## src/sv/plsd_pkg.sv

```systemverilog
// Shared types, codes and helpers for the progressive layer stream deframer.
`default_nettype none
package plsd_pkg;

  localparam int CODELEN_BYTES_DEF = 16;
  localparam int LAYER_CAP_DEF     = 32;
  localparam int MAX_CHANNELS_DEF  = 3;

  localparam logic [31:0] BLOCK_MARKER = 32'hffffffff;
  localparam logic [31:0] LAYER_MARKER = 32'hfffffffe;
  localparam logic [31:0] DIM_MAX      = 32'h7fffffff;
  localparam logic [31:0] QUANT_MAX    = 32'h7f7fffff;

  typedef enum logic [2:0] {
    K_HEADER  = 3'd0,
    K_CODELEN = 3'd1,
    K_DOM     = 3'd2,
    K_RUN     = 3'd3,
    K_REF     = 3'd4,
    K_FIELD   = 3'd5,
    K_MARKER  = 3'd6,
    K_DISCARD = 3'd7
  } kind_t;

  typedef enum logic [3:0] {
    E_OK        = 4'd0,
    E_MAGIC     = 4'd1,
    E_HEADER    = 4'd2,
    E_COUNTS    = 4'd3,
    E_BLOCK     = 4'd4,
    E_BLOCK_MK  = 4'd5,
    E_LAYER_MK  = 4'd6,
    E_TRAILING  = 4'd7,
    E_TRUNCATED = 4'd8
  } err_t;

  typedef logic [2:0][5:0] lpc_t;

  typedef struct packed {
    logic [2:0] byte_kind;
    logic [1:0] payload_channel;
    logic [4:0] payload_layer;
    logic       header_ready;
    logic       layer_done;
    logic       stream_done;
    logic [3:0] error_code;
  } res_t;

  typedef struct packed {
    logic       found;
    logic [1:0] ch;
  } seek_t;

  // First channel at or above start that still has a block in this layer.
  function automatic seek_t seek_block(input logic [2:0] start, input logic [5:0] layer,
                                       input logic [1:0] ctot, input lpc_t lpc);
    seek_t s;
    s.found = 1'b0;
    s.ch    = 2'd0;
    for (int i = 0; i < 3; i++) begin
      if (!s.found && 3'(i) >= start && 2'(i) < ctot && layer < lpc[i]) begin
        s.found = 1'b1;
        s.ch    = 2'(i);
      end
    end
    return s;
  endfunction

endpackage
`default_nettype wire

```

## src/sv/plsd_parse.sv

```systemverilog
// Byte parser: field assembly, header and block checks, sticky error.
`default_nettype none
module plsd_parse #(
  parameter int CODELEN_BYTES = plsd_pkg::CODELEN_BYTES_DEF,
  parameter int LAYER_CAP     = plsd_pkg::LAYER_CAP_DEF,
  parameter int MAX_CHANNELS  = plsd_pkg::MAX_CHANNELS_DEF
) (
  input  wire logic           clk,
  input  wire logic           rst_n,
  input  wire logic           cfg_we,
  input  wire logic [7:0]     cfg_index,
  input  wire logic [31:0]    cfg_data,
  input  wire logic           acc,
  input  wire logic [7:0]     stream_byte,
  input  wire logic           end_of_stream,
  output plsd_pkg::res_t      res
);
  import plsd_pkg::*;

  localparam int CLW = $clog2(CODELEN_BYTES) + 1;

  typedef enum logic [25:0] {
    PH_MAGIC      = 26'h0000001,
    PH_VERSION    = 26'h0000002,
    PH_WIDTH      = 26'h0000004,
    PH_HEIGHT     = 26'h0000008,
    PH_CHANNELS   = 26'h0000010,
    PH_LEVELS     = 26'h0000020,
    PH_QUANT      = 26'h0000040,
    PH_CODELEN    = 26'h0000080,
    PH_DECLARED   = 26'h0000100,
    PH_CHCOUNT    = 26'h0000200,
    PH_TOKENS     = 26'h0000400,
    PH_COMMANDS   = 26'h0000800,
    PH_DOM_BITS   = 26'h0001000,
    PH_DOM_BYTES  = 26'h0002000,
    PH_DOM_DATA   = 26'h0004000,
    PH_RUN_BITS   = 26'h0008000,
    PH_RUN_BYTES  = 26'h0010000,
    PH_RUN_DATA   = 26'h0020000,
    PH_SYMBOLS    = 26'h0040000,
    PH_MODE       = 26'h0080000,
    PH_REF_BITS   = 26'h0100000,
    PH_REF_BYTES  = 26'h0200000,
    PH_REF_DATA   = 26'h0400000,
    PH_BLOCK_MARK = 26'h0800000,
    PH_LAYER_MARK = 26'h1000000,
    PH_DONE       = 26'h2000000
  } phase_t;

  typedef enum logic [1:0] {
    R_MAGIC   = 2'd0,
    R_VERSION = 2'd1,
    R_LEVELS  = 2'd2,
    R_MODE    = 2'd3
  } reg_idx_t;

  logic [31:0] magic_r, version_r;
  logic [7:0]  max_lvl_r, max_mode_r;

  phase_t      ph_r, ph_nxt;
  logic [1:0]  idx_r, idx_nxt;
  logic [23:0] fv_r, fv_nxt;
  logic [CLW-1:0] cl_r, cl_nxt;
  logic [30:0] wid_r, wid_nxt, hgt_r, hgt_nxt;
  logic [61:0] plane_r;
  logic [1:0]  ctot_r, ctot_nxt;
  lpc_t        lpc_r, lpc_nxt;
  logic [5:0]  decl_r, decl_nxt, rmax_r, rmax_nxt, lay_r, lay_nxt;
  logic [1:0]  ch_r, ch_nxt;
  logic [31:0] rem_r, rem_nxt, saved_r, saved_nxt;
  logic [3:0]  err_r, err_nxt;

  logic [31:0] word;
  logic [3:0]  werr;
  logic [5:0]  lay_inc, rmax_up;
  seek_t       sk;
  logic        hr, ld;
  logic [2:0]  kind;
  logic [1:0]  och;
  logic [4:0]  olay;

  assign word    = {stream_byte, fv_r};
  assign lay_inc = lay_r + 6'd1;

  always_ff @(posedge clk) begin
    if (!rst_n) begin
      magic_r    <= '0;
      version_r  <= 32'd1;
      max_lvl_r  <= 8'd8;
      max_mode_r <= 8'd1;
    end else if (cfg_we && cfg_index[7:2] == 6'd0) begin
      case (reg_idx_t'(cfg_index[1:0]))
        R_MAGIC:   magic_r    <= cfg_data;
        R_VERSION: version_r  <= cfg_data;
        R_LEVELS:  max_lvl_r  <= cfg_data[7:0];
        R_MODE:    max_mode_r <= cfg_data[7:0];
        default: ;
      endcase
    end
  end

  always_comb begin
    ph_nxt = ph_r; idx_nxt = idx_r; fv_nxt = fv_r; cl_nxt = cl_r;
    wid_nxt = wid_r; hgt_nxt = hgt_r; ctot_nxt = ctot_r; lpc_nxt = lpc_r;
    decl_nxt = decl_r; rmax_nxt = rmax_r; lay_nxt = lay_r; ch_nxt = ch_r;
    rem_nxt = rem_r; saved_nxt = saved_r; err_nxt = err_r;
    kind = K_DISCARD; och = 2'd0; olay = 5'd0; hr = 1'b0; ld = 1'b0;
    werr = E_OK; sk = '0; rmax_up = '0;

    if (err_r != E_OK) begin
      // discard
    end else if (ph_r == PH_DONE) begin
      err_nxt = E_TRAILING;
    end else if (ph_r == PH_CODELEN) begin
      kind = K_CODELEN;
      if (cl_r == CLW'(CODELEN_BYTES - 1)) begin
        cl_nxt = '0;
        ph_nxt = PH_DECLARED;
      end else begin
        cl_nxt = cl_r + 1'b1;
      end
    end else if (ph_r == PH_DOM_DATA || ph_r == PH_RUN_DATA || ph_r == PH_REF_DATA) begin
      kind = (ph_r == PH_DOM_DATA) ? K_DOM : (ph_r == PH_RUN_DATA) ? K_RUN : K_REF;
      och  = ch_r;
      olay = lay_r[4:0];
      rem_nxt = rem_r - 32'd1;
      if (rem_r == 32'd1)
        ph_nxt = (ph_r == PH_DOM_DATA) ? PH_RUN_BITS :
                 (ph_r == PH_RUN_DATA) ? PH_SYMBOLS : PH_BLOCK_MARK;
    end else begin
      if (ph_r == PH_MAGIC || ph_r == PH_VERSION || ph_r == PH_WIDTH ||
          ph_r == PH_HEIGHT || ph_r == PH_CHANNELS || ph_r == PH_LEVELS ||
          ph_r == PH_QUANT || ph_r == PH_DECLARED || ph_r == PH_CHCOUNT) begin
        kind = K_HEADER;
      end else begin
        kind = (ph_r == PH_BLOCK_MARK || ph_r == PH_LAYER_MARK) ? K_MARKER : K_FIELD;
        och  = (ph_r == PH_LAYER_MARK) ? 2'd0 : ch_r;
        olay = lay_r[4:0];
      end
      if (idx_r != 2'd3) begin
        case (idx_r)
          2'd0:    fv_nxt[7:0]   = stream_byte;
          2'd1:    fv_nxt[15:8]  = stream_byte;
          default: fv_nxt[23:16] = stream_byte;
        endcase
        idx_nxt = idx_r + 2'd1;
      end else begin
        fv_nxt  = '0;
        idx_nxt = 2'd0;
        case (ph_r)
          PH_MAGIC: begin
            if (word != magic_r) werr = E_MAGIC;
            else ph_nxt = PH_VERSION;
          end
          PH_VERSION: begin
            if (word != version_r) werr = E_HEADER;
            else ph_nxt = PH_WIDTH;
          end
          PH_WIDTH: begin
            if (word == 32'd0 || word > DIM_MAX) werr = E_HEADER;
            else begin wid_nxt = word[30:0]; ph_nxt = PH_HEIGHT; end
          end
          PH_HEIGHT: begin
            if (word == 32'd0 || word > DIM_MAX) werr = E_HEADER;
            else begin hgt_nxt = word[30:0]; ph_nxt = PH_CHANNELS; end
          end
          PH_CHANNELS: begin
            if ((word != 32'd1 && word != 32'd3) || word > 32'(MAX_CHANNELS))
              werr = E_HEADER;
            else begin ctot_nxt = word[1:0]; ph_nxt = PH_LEVELS; end
          end
          PH_LEVELS: begin
            if (word == 32'd0 || word > {24'd0, max_lvl_r}) werr = E_HEADER;
            else ph_nxt = PH_QUANT;
          end
          PH_QUANT: begin
            if (word == 32'd0 || word > QUANT_MAX) werr = E_HEADER;
            else begin cl_nxt = '0; ph_nxt = PH_CODELEN; end
          end
          PH_DECLARED: begin
            if (word > 32'(LAYER_CAP)) werr = E_COUNTS;
            else begin
              decl_nxt = word[5:0]; rmax_nxt = '0; ch_nxt = 2'd0; ph_nxt = PH_CHCOUNT;
            end
          end
          PH_CHCOUNT: begin
            if (word > {26'd0, decl_r}) werr = E_COUNTS;
            else begin
              if (ch_r != 2'd3) lpc_nxt[ch_r] = word[5:0];
              rmax_up  = (word[5:0] > rmax_r) ? word[5:0] : rmax_r;
              rmax_nxt = rmax_up;
              if ({1'b0, ch_r} + 3'd1 < {1'b0, ctot_r}) begin
                ch_nxt = ch_r + 2'd1;
              end else if (rmax_up != decl_r) begin
                werr = E_COUNTS;
              end else begin
                hr = 1'b1; lay_nxt = '0; ch_nxt = 2'd0;
                if (decl_r == 6'd0) ph_nxt = PH_DONE;
                else begin
                  sk = seek_block(3'd0, 6'd0, ctot_r, lpc_nxt);
                  ch_nxt = sk.ch;
                  ph_nxt = sk.found ? PH_TOKENS : PH_LAYER_MARK;
                end
              end
            end
          end
          PH_TOKENS: begin
            if ({30'd0, word} > plane_r) werr = E_BLOCK;
            else begin saved_nxt = word; ph_nxt = PH_COMMANDS; end
          end
          PH_COMMANDS: begin
            if (word > saved_r) werr = E_BLOCK;
            else ph_nxt = PH_DOM_BITS;
          end
          PH_DOM_BITS, PH_RUN_BITS, PH_REF_BITS: begin
            saved_nxt = word;
            ph_nxt = (ph_r == PH_DOM_BITS) ? PH_DOM_BYTES :
                     (ph_r == PH_RUN_BITS) ? PH_RUN_BYTES : PH_REF_BYTES;
          end
          PH_DOM_BYTES, PH_RUN_BYTES, PH_REF_BYTES: begin
            if ({3'd0, saved_r} > {word, 3'd0}) werr = E_BLOCK;
            else begin
              rem_nxt = word;
              if (word == 32'd0)
                ph_nxt = (ph_r == PH_DOM_BYTES) ? PH_RUN_BITS :
                         (ph_r == PH_RUN_BYTES) ? PH_SYMBOLS : PH_BLOCK_MARK;
              else
                ph_nxt = (ph_r == PH_DOM_BYTES) ? PH_DOM_DATA :
                         (ph_r == PH_RUN_BYTES) ? PH_RUN_DATA : PH_REF_DATA;
            end
          end
          PH_SYMBOLS: begin
            if ({30'd0, word} > plane_r) werr = E_BLOCK;
            else ph_nxt = PH_MODE;
          end
          PH_MODE: begin
            if (word > {24'd0, max_mode_r}) werr = E_BLOCK;
            else ph_nxt = PH_REF_BITS;
          end
          PH_BLOCK_MARK: begin
            if (word != BLOCK_MARKER) werr = E_BLOCK_MK;
            else begin
              sk = seek_block({1'b0, ch_r} + 3'd1, lay_r, ctot_r, lpc_r);
              ch_nxt = sk.ch;
              ph_nxt = sk.found ? PH_TOKENS : PH_LAYER_MARK;
            end
          end
          PH_LAYER_MARK: begin
            if (word != LAYER_MARKER) werr = E_LAYER_MK;
            else begin
              ld = 1'b1; lay_nxt = lay_inc; ch_nxt = 2'd0;
              if (lay_inc >= decl_r) ph_nxt = PH_DONE;
              else begin
                sk = seek_block(3'd0, lay_inc, ctot_r, lpc_r);
                ch_nxt = sk.ch;
                ph_nxt = sk.found ? PH_TOKENS : PH_LAYER_MARK;
              end
            end
          end
          default: ;
        endcase
        if (werr != E_OK) begin
          err_nxt = werr; hr = 1'b0; ld = 1'b0;
        end
      end
    end
    if (end_of_stream && err_nxt == E_OK && ph_nxt != PH_DONE) err_nxt = E_TRUNCATED;
  end

  assign res.byte_kind       = kind;
  assign res.payload_channel = och;
  assign res.payload_layer   = olay;
  assign res.header_ready    = hr;
  assign res.layer_done      = ld;
  assign res.stream_done     = (ph_nxt == PH_DONE) && (err_nxt == E_OK);
  assign res.error_code      = err_nxt;

  // product is taken from registered dimensions; first use is many beats later
  always_ff @(posedge clk) begin
    plane_r <= {31'd0, wid_r} * {31'd0, hgt_r};
    if (acc) begin
      wid_r   <= wid_nxt;
      hgt_r   <= hgt_nxt;
      rem_r   <= rem_nxt;
      saved_r <= saved_nxt;
    end
    if (!rst_n) begin
      ph_r <= PH_MAGIC; idx_r <= '0; cl_r <= '0; ctot_r <= '0; lpc_r <= '0;
      decl_r <= '0; rmax_r <= '0; lay_r <= '0; ch_r <= '0; err_r <= '0; fv_r <= '0;
    end else if (acc) begin
      ph_r <= ph_nxt; idx_r <= idx_nxt; cl_r <= cl_nxt; ctot_r <= ctot_nxt;
      lpc_r <= lpc_nxt; decl_r <= decl_nxt; rmax_r <= rmax_nxt; lay_r <= lay_nxt;
      ch_r <= ch_nxt; err_r <= err_nxt; fv_r <= fv_nxt;
    end
  end

endmodule
`default_nettype wire

```

## src/sv/plsd_outq.sv

```systemverilog
// Two-entry result buffer between the parser and the output channel.
`default_nettype none
module plsd_outq (
  input  wire logic      clk,
  input  wire logic      rst_n,
  input  wire logic      push,
  input  wire plsd_pkg::res_t din,
  output logic           full,
  output logic           out_valid,
  input  wire logic      out_stall,
  output plsd_pkg::res_t dout
);
  import plsd_pkg::*;

  res_t       q0_r, q1_r;
  logic [1:0] cnt_r;
  logic       pop;

  assign out_valid = (cnt_r != 2'd0);
  assign full      = (cnt_r == 2'd2);
  assign dout      = q0_r;
  assign pop       = out_valid && !out_stall;

  always_ff @(posedge clk) begin
    if (pop && push) begin
      if (cnt_r == 2'd1) q0_r <= din;
      else begin q0_r <= q1_r; q1_r <= din; end
    end else if (pop) begin
      q0_r <= q1_r;
    end else if (push) begin
      if (cnt_r == 2'd0) q0_r <= din;
      else q1_r <= din;
    end
    if (!rst_n) cnt_r <= 2'd0;
    else if (push && !pop) cnt_r <= cnt_r + 2'd1;
    else if (pop && !push) cnt_r <= cnt_r - 2'd1;
  end

endmodule
`default_nettype wire

```

## src/sv/progressive_layer_stream_deframer.sv

```systemverilog
// Top level of the progressive layer stream deframer.
//   channel | direction | handshake          | payload
//   in_     | input     | in_valid/in_stall  | stream_byte, end_of_stream
//   out_    | output    | out_valid/out_stall| kind, channel, layer, flags, error
//   cfg_    | input     | cfg_valid/cfg_ready| cfg_index, cfg_data
// One byte per cycle unless in_stall; each result is registered in the buffer.
// A two-beat result buffer lets input continue while one result waits.
// in_stall rises only when both buffer entries are held.
// Synchronous reset restores the register defaults and clears any error.
`default_nettype none
module progressive_layer_stream_deframer #(
  parameter int CODELEN_BYTES = plsd_pkg::CODELEN_BYTES_DEF,
  parameter int LAYER_CAP     = plsd_pkg::LAYER_CAP_DEF,
  parameter int MAX_CHANNELS  = plsd_pkg::MAX_CHANNELS_DEF
) (
  input  wire logic        clk,
  input  wire logic        rst_n,
  input  wire logic        in_valid,
  output logic             in_stall,
  input  wire logic [7:0]  in_stream_byte,
  input  wire logic        in_end_of_stream,
  output logic             out_valid,
  input  wire logic        out_stall,
  output logic [2:0]       out_byte_kind,
  output logic [1:0]       out_payload_channel,
  output logic [4:0]       out_payload_layer,
  output logic             out_header_ready,
  output logic             out_layer_done,
  output logic             out_stream_done,
  output logic [3:0]       out_error_code,
  input  wire logic        cfg_valid,
  output logic             cfg_ready,
  input  wire logic [7:0]  cfg_index,
  input  wire logic [31:0] cfg_data
);
  import plsd_pkg::*;

  res_t res, dout;
  logic acc, full;

  assign cfg_ready = 1'b1;
  assign in_stall  = full;
  assign acc       = in_valid && !full;

  plsd_parse #(
    .CODELEN_BYTES(CODELEN_BYTES), .LAYER_CAP(LAYER_CAP), .MAX_CHANNELS(MAX_CHANNELS)
  ) u_parse (
    .clk, .rst_n, .cfg_we(cfg_valid && cfg_ready), .cfg_index, .cfg_data, .acc,
    .stream_byte(in_stream_byte), .end_of_stream(in_end_of_stream), .res
  );

  plsd_outq u_outq (
    .clk, .rst_n, .push(acc), .din(res), .full, .out_valid, .out_stall, .dout
  );

  assign out_byte_kind       = dout.byte_kind;
  assign out_payload_channel = dout.payload_channel;
  assign out_payload_layer   = dout.payload_layer;
  assign out_header_ready    = dout.header_ready;
  assign out_layer_done      = dout.layer_done;
  assign out_stream_done     = dout.stream_done;
  assign out_error_code      = dout.error_code;

endmodule
`default_nettype wire

```

## config.mk

```make
export PLATFORM = sky130hd
export DESIGN_NAME = progressive_layer_stream_deframer
export DESIGN_NICKNAME = d
export VERILOG_FILES = /design/src/sv/plsd_pkg.sv /design/src/sv/plsd_parse.sv /design/src/sv/plsd_outq.sv /design/src/sv/progressive_layer_stream_deframer.sv
export SDC_FILE = /design/constraint.sdc
export NUM_CORES = 2
export LEC_CHECK = 0
export BUFFER_PORTS_ARGS = -buffer_cell sky130_fd_sc_hd__buf_4
export CORE_ASPECT_RATIO = 1.5
export CORE_MARGIN = 1.5
export CORE_UTILIZATION = 46
export DETAILED_ROUTE_END_ITERATION = 10
export GPL_ROUTABILITY_DRIVEN = 0
export PLACE_DENSITY = 0.59
export REMOVE_ABC_BUFFERS = 1
export SYNTH_ARGS = -nofsm -noshare
export SYNTH_HDL_FRONTEND = slang
export SYNTH_SLANG_ARGS = --single-unit
export TNS_END_PERCENT = 100
```

## constraint.sdc

```tcl
create_clock -name clk -period 9 [get_ports clk]
set_input_delay 1.8 -clock clk [delete_from_list [all_inputs] [get_ports clk]]
set_output_delay 1.8 -clock clk [all_outputs]
set_load 0.02 [all_outputs]
```

==> qor.yml <==
outcome:
  status: "completed"
floorplan:
  pin_count: 74
  start_util: 0.464
  coreArea_um2: 113000
  rows: 151
  die_w_um: 279
  fp.dieArea_um2: 116000
  dieHeight_um: 417
sta:
  finalCriticalPeriod_ns: 8.68
  timing.hold.ws_ns: 0.438
  worstMarginPinSlew_ns: 1.17
  skew_ns: 0.0293
  finalCritPeriodShare: 0.965
  max_freq_ghz: 0.115
  maxSlewHeadroom: 0.217
  final-hold-violation-count: 0
  setup_ws_ns: 0.315
  drv_slew: 0
  setup_violations: 0
yosys:
  syn_inst: 5923
  syn_area_um2: 52500
  avgSynthCellArea_um2: 8.86
  ys.flop_type: "dfxtp_1"
  ys.warnings.count: 0
  ys_seq_elements: 405
  synth_largest_area_cell: "fa_1"
  synth-seq-area-share: 0.185
  synth_area_leaders: "fa_1 (32%), ha_1 (10%), dfxtp_1 (9.4%), edfxtp_1 (9.2%), inv_1 (7.7%)"
  yosysUniqueCellTypes: 95
  async_flop_share: 0
  yosysTopAreaCellShare: 0.320
  synth_edf_count: 160
detailed_routing:
  wire_per_inst_um: 21.0
  via_per_inst: 5.54
  drt_iter0_markers: 2597
  vias: 41100
  firstDrtPassIters: 6
  ant_nets: 0
  wl_um: 156000
  drc: 0
pwr:
  power_frac_seq: 0.408
  switchingPower_mw: 1.55
  p_per_area_nw_per_um2: 89.6
  clkPwrFrac: 0.402
  p_leak_nw: 27.1
  pwr-share-comb: 0.190
  ir_drop_v: 0.000198
  p_int_mw: 3.56
  swShare: 0.303
clock_network:
  worst_skew_pair.late_latency_ns: 0.61
  clockBufferDepth: 3
  htree_num_levels: 2
  numClockSinks: 405
  cts_made_buffers: 45
  hold_buffers: 0
  clk_pin_slew_worst_paths_ns: 0.06
  cts_tree: "done"
  root_buffer: "clkbuf_16"
placement:
  dp_slack_ns: 0.259
  portBuffers: 72
  dpl_cell_area_um2: 55100
  dp.cells: 7308
  dp_hpwl_um: 124000
worst_setup_path:
  cp_common_cell: "fa_1"
  required_ns: 9.49
  critPathTopFamily: "adder cells"
  criticalPathCategory: "register to register"
  critPathSlowestCell: "edfxtp_1"
  critPathCaptureType: "register"
  crit_chain: "buf_4 -> nand2_1 -> fa_1 -> fa_1 -> inv_1 -> fa_1 -> fa_1 -> fa_1 -> fa_1 -> fa_1 -> fa_1 -> ha_1 -> nor2b_1 -> o21a_1 -> o21ai_0 -> buf_4 -> o22a_1 -> o31ai_1 -> a211oi_1 -> o41a_1 -> o21ai_1 -> or3_1 -> or4_1 -> and3_1"
  start_kind: "register"
  slowest_delay_ns: 0.73
  worst_ep_arrival_time_ns: 9.18
  critPathBufInv: 3
  critPathMaxFanout: 19
global_routing:
  gr-usage-all-layers: 0.276
  grt_max_degree: 95
  grt_pass1_wl_um: 248000
  first_global_vias: 43900
  grt_overflow: 0
  antenna_found_initial: 12
finish:
  drive_above_1_share: 0.0639
  final_cells: 7414
  multi_input_area_um2: 37600
  finalInstanceArea_um2: 56900
  fillers: 10800
  area_delta_synth_final_pct: 8.52
  seq_area_um2: 9710
  layout.nets: 7237
run:
  maxCapViolations: 0
hold_path:
  hold_path_class: "register to register"
[layer usage]
layer	global-route usage	wire (um)
met5	0	29
met1	0.325	60000
met4	0.126	7530
met3	0.0352	8150
met2	0.497	80100
[cells by family (layout without fill, tap and decap cells)]
kind of cell | Yosys count | count (layout) | share of synthesized area
and+or+nand+nor | 2002 | 2002 | 0.176
adders and majority gates | 1269 | 1269 | 0.423
AOI/OAI and AO/OA | 642 | 642 | 0.0773
xor gates and xnor gates | 160 | 160 | 0.0267
buffers and inverters | 1381 | 1409 | 0.0998
muxes | 63 | 63 | 0.0123
DFF | 405 | 405 | 0.185
other | 1 | 11 | 0.0000715
[placed cells by master (no fill, tap or decap), types with 58 or more instances in the layout]
cell,Yosys,layout
xnor2_1,94,94
fa_1,838,838
nand3_1,80,80
dfxtp_1,245,245
and2_1,216,216
xor2_1,66,66
nor2_1,278,275
buf_4,3,227
nand2_1,1064,1064
nor3_1,60,58
o21ai_0,93,92
inv_1,1075,1075
edfxtp_1,160,160
a21o_1,59,59
a21oi_1,250,250
ha_1,431,431
nand4_1,60,60
[cell type report]
class / count / share of cell area
Timing Repair Buffer: 246 / 0.0366
Multi-Input combinational cell: 4137 / 0.660
Clock inverter: 24 / 0.00561
Inverter: 1079 / 0.0712
Tap cell: 1453 / 0.0319
Antenna cell: 10 / 0.000440
Clock buffer: 60 / 0.0233
Sequential cell: 405 / 0.171
[worst register-to-register path: cells and delay by family, from the launching register on]
| family | cells | cell delay (ns) |
|---|---|---|
| adders and majority gates | 9 | 4.57 |
| buffers and inverters | 3 | 0.65 |
| DFF | 1 | 0.73 |
| and+or+nand+nor | 5 | 1.21 |
| AOI/OAI and AO/OA | 7 | 1.43 |
[synthesized netlist by cell type, types with 29 or more instances]
library cell     n
fa_1           838
edfxtp_1       160
nand3_1         80
nor3_1          60
o21a_1          29
clkbuf_1       271
mux2i_1         52
and2_1         216
nand2_1       1064
a21oi_1        250
dfxtp_1        245
nand2b_1        36
ha_1           431
o21ai_0         93
xnor2_1         94
nor2_1         278
a21o_1          59
nor4_1          56
nand4_1         60
inv_1         1075
xor2_1          66
[flip-flops by register name (all words and copies together), names as in the netlist]
| register | count |
|---|---|
| u_parse.err_r | 4 |
| u_parse.version_r | 32 |
| u_parse.hgt_r | 31 |
| u_parse.wid_r | 31 |
| u_outq.q1_r | 17 |
| u_parse.idx_r | 2 |
| u_parse.max_lvl_r | 8 |
| u_parse.magic_r | 32 |
| u_parse.decl_r | 6 |
| u_parse.lpc_r | 18 |
| u_parse.max_mode_r | 8 |
| u_parse.rem_r | 32 |
| u_parse.rmax_r | 6 |
| u_outq.dout | 17 |
| u_outq.cnt_r | 2 |
| u_parse.lay_r | 6 |
| u_parse.ctot_r | 2 |
| u_parse.ch_r | 2 |
| u_parse.ph_r | 26 |
| u_parse.saved_r | 32 |
| u_parse.cl_r | 5 |
| u_parse.plane_r | 62 |
| u_parse.fv_r | 24 |
[through the flow]
step                      setup TNS [ns]  total power [mW]   util
after floorplan                        0              2.67      -
after global placement                 0              3.07  0.488
after detailed placement               0              3.07  0.488
after CTS                              0              5.13  0.502
after global routing            -0.00263              5.29  0.504
final                                  0              5.10  0.504
[repair_timing]
action                                  CTS  global route
buffers inserted                          0            12
endpoints found under the setup margin    0             2
gates resized for setup                   0             1
[worst paths after layout]
| kind | start | end | slack (ns) | cells after the start |
|---|---|---|---|---|
| min | u_parse.cl_r[4] | u_parse.cl_r[4] | 0.44 | 2 |
| max | u_parse.hgt_r[22] | u_parse.plane_r[60] | 0.32 | 24 |
| min reg2reg | u_parse.cl_r[4] | u_parse.cl_r[4] | 0.44 | 2 |
| max reg2reg | u_parse.hgt_r[22] | u_parse.plane_r[60] | 0.32 | 24 |
[power groups by stage]
stage	Combinational [mW]	Sequential [mW]	Clock [mW]
4_1_cts	0.963	2.08	2.09
5_1_grt	1.05	2.09	2.15
2_1_floorplan	0.511	2.16	0
3_3_place_gp	0.949	2.12	0
3_5_place_dp	0.957	2.12	0
6_report	0.971	2.08	2.05
(Power assumes the default switching activity.)
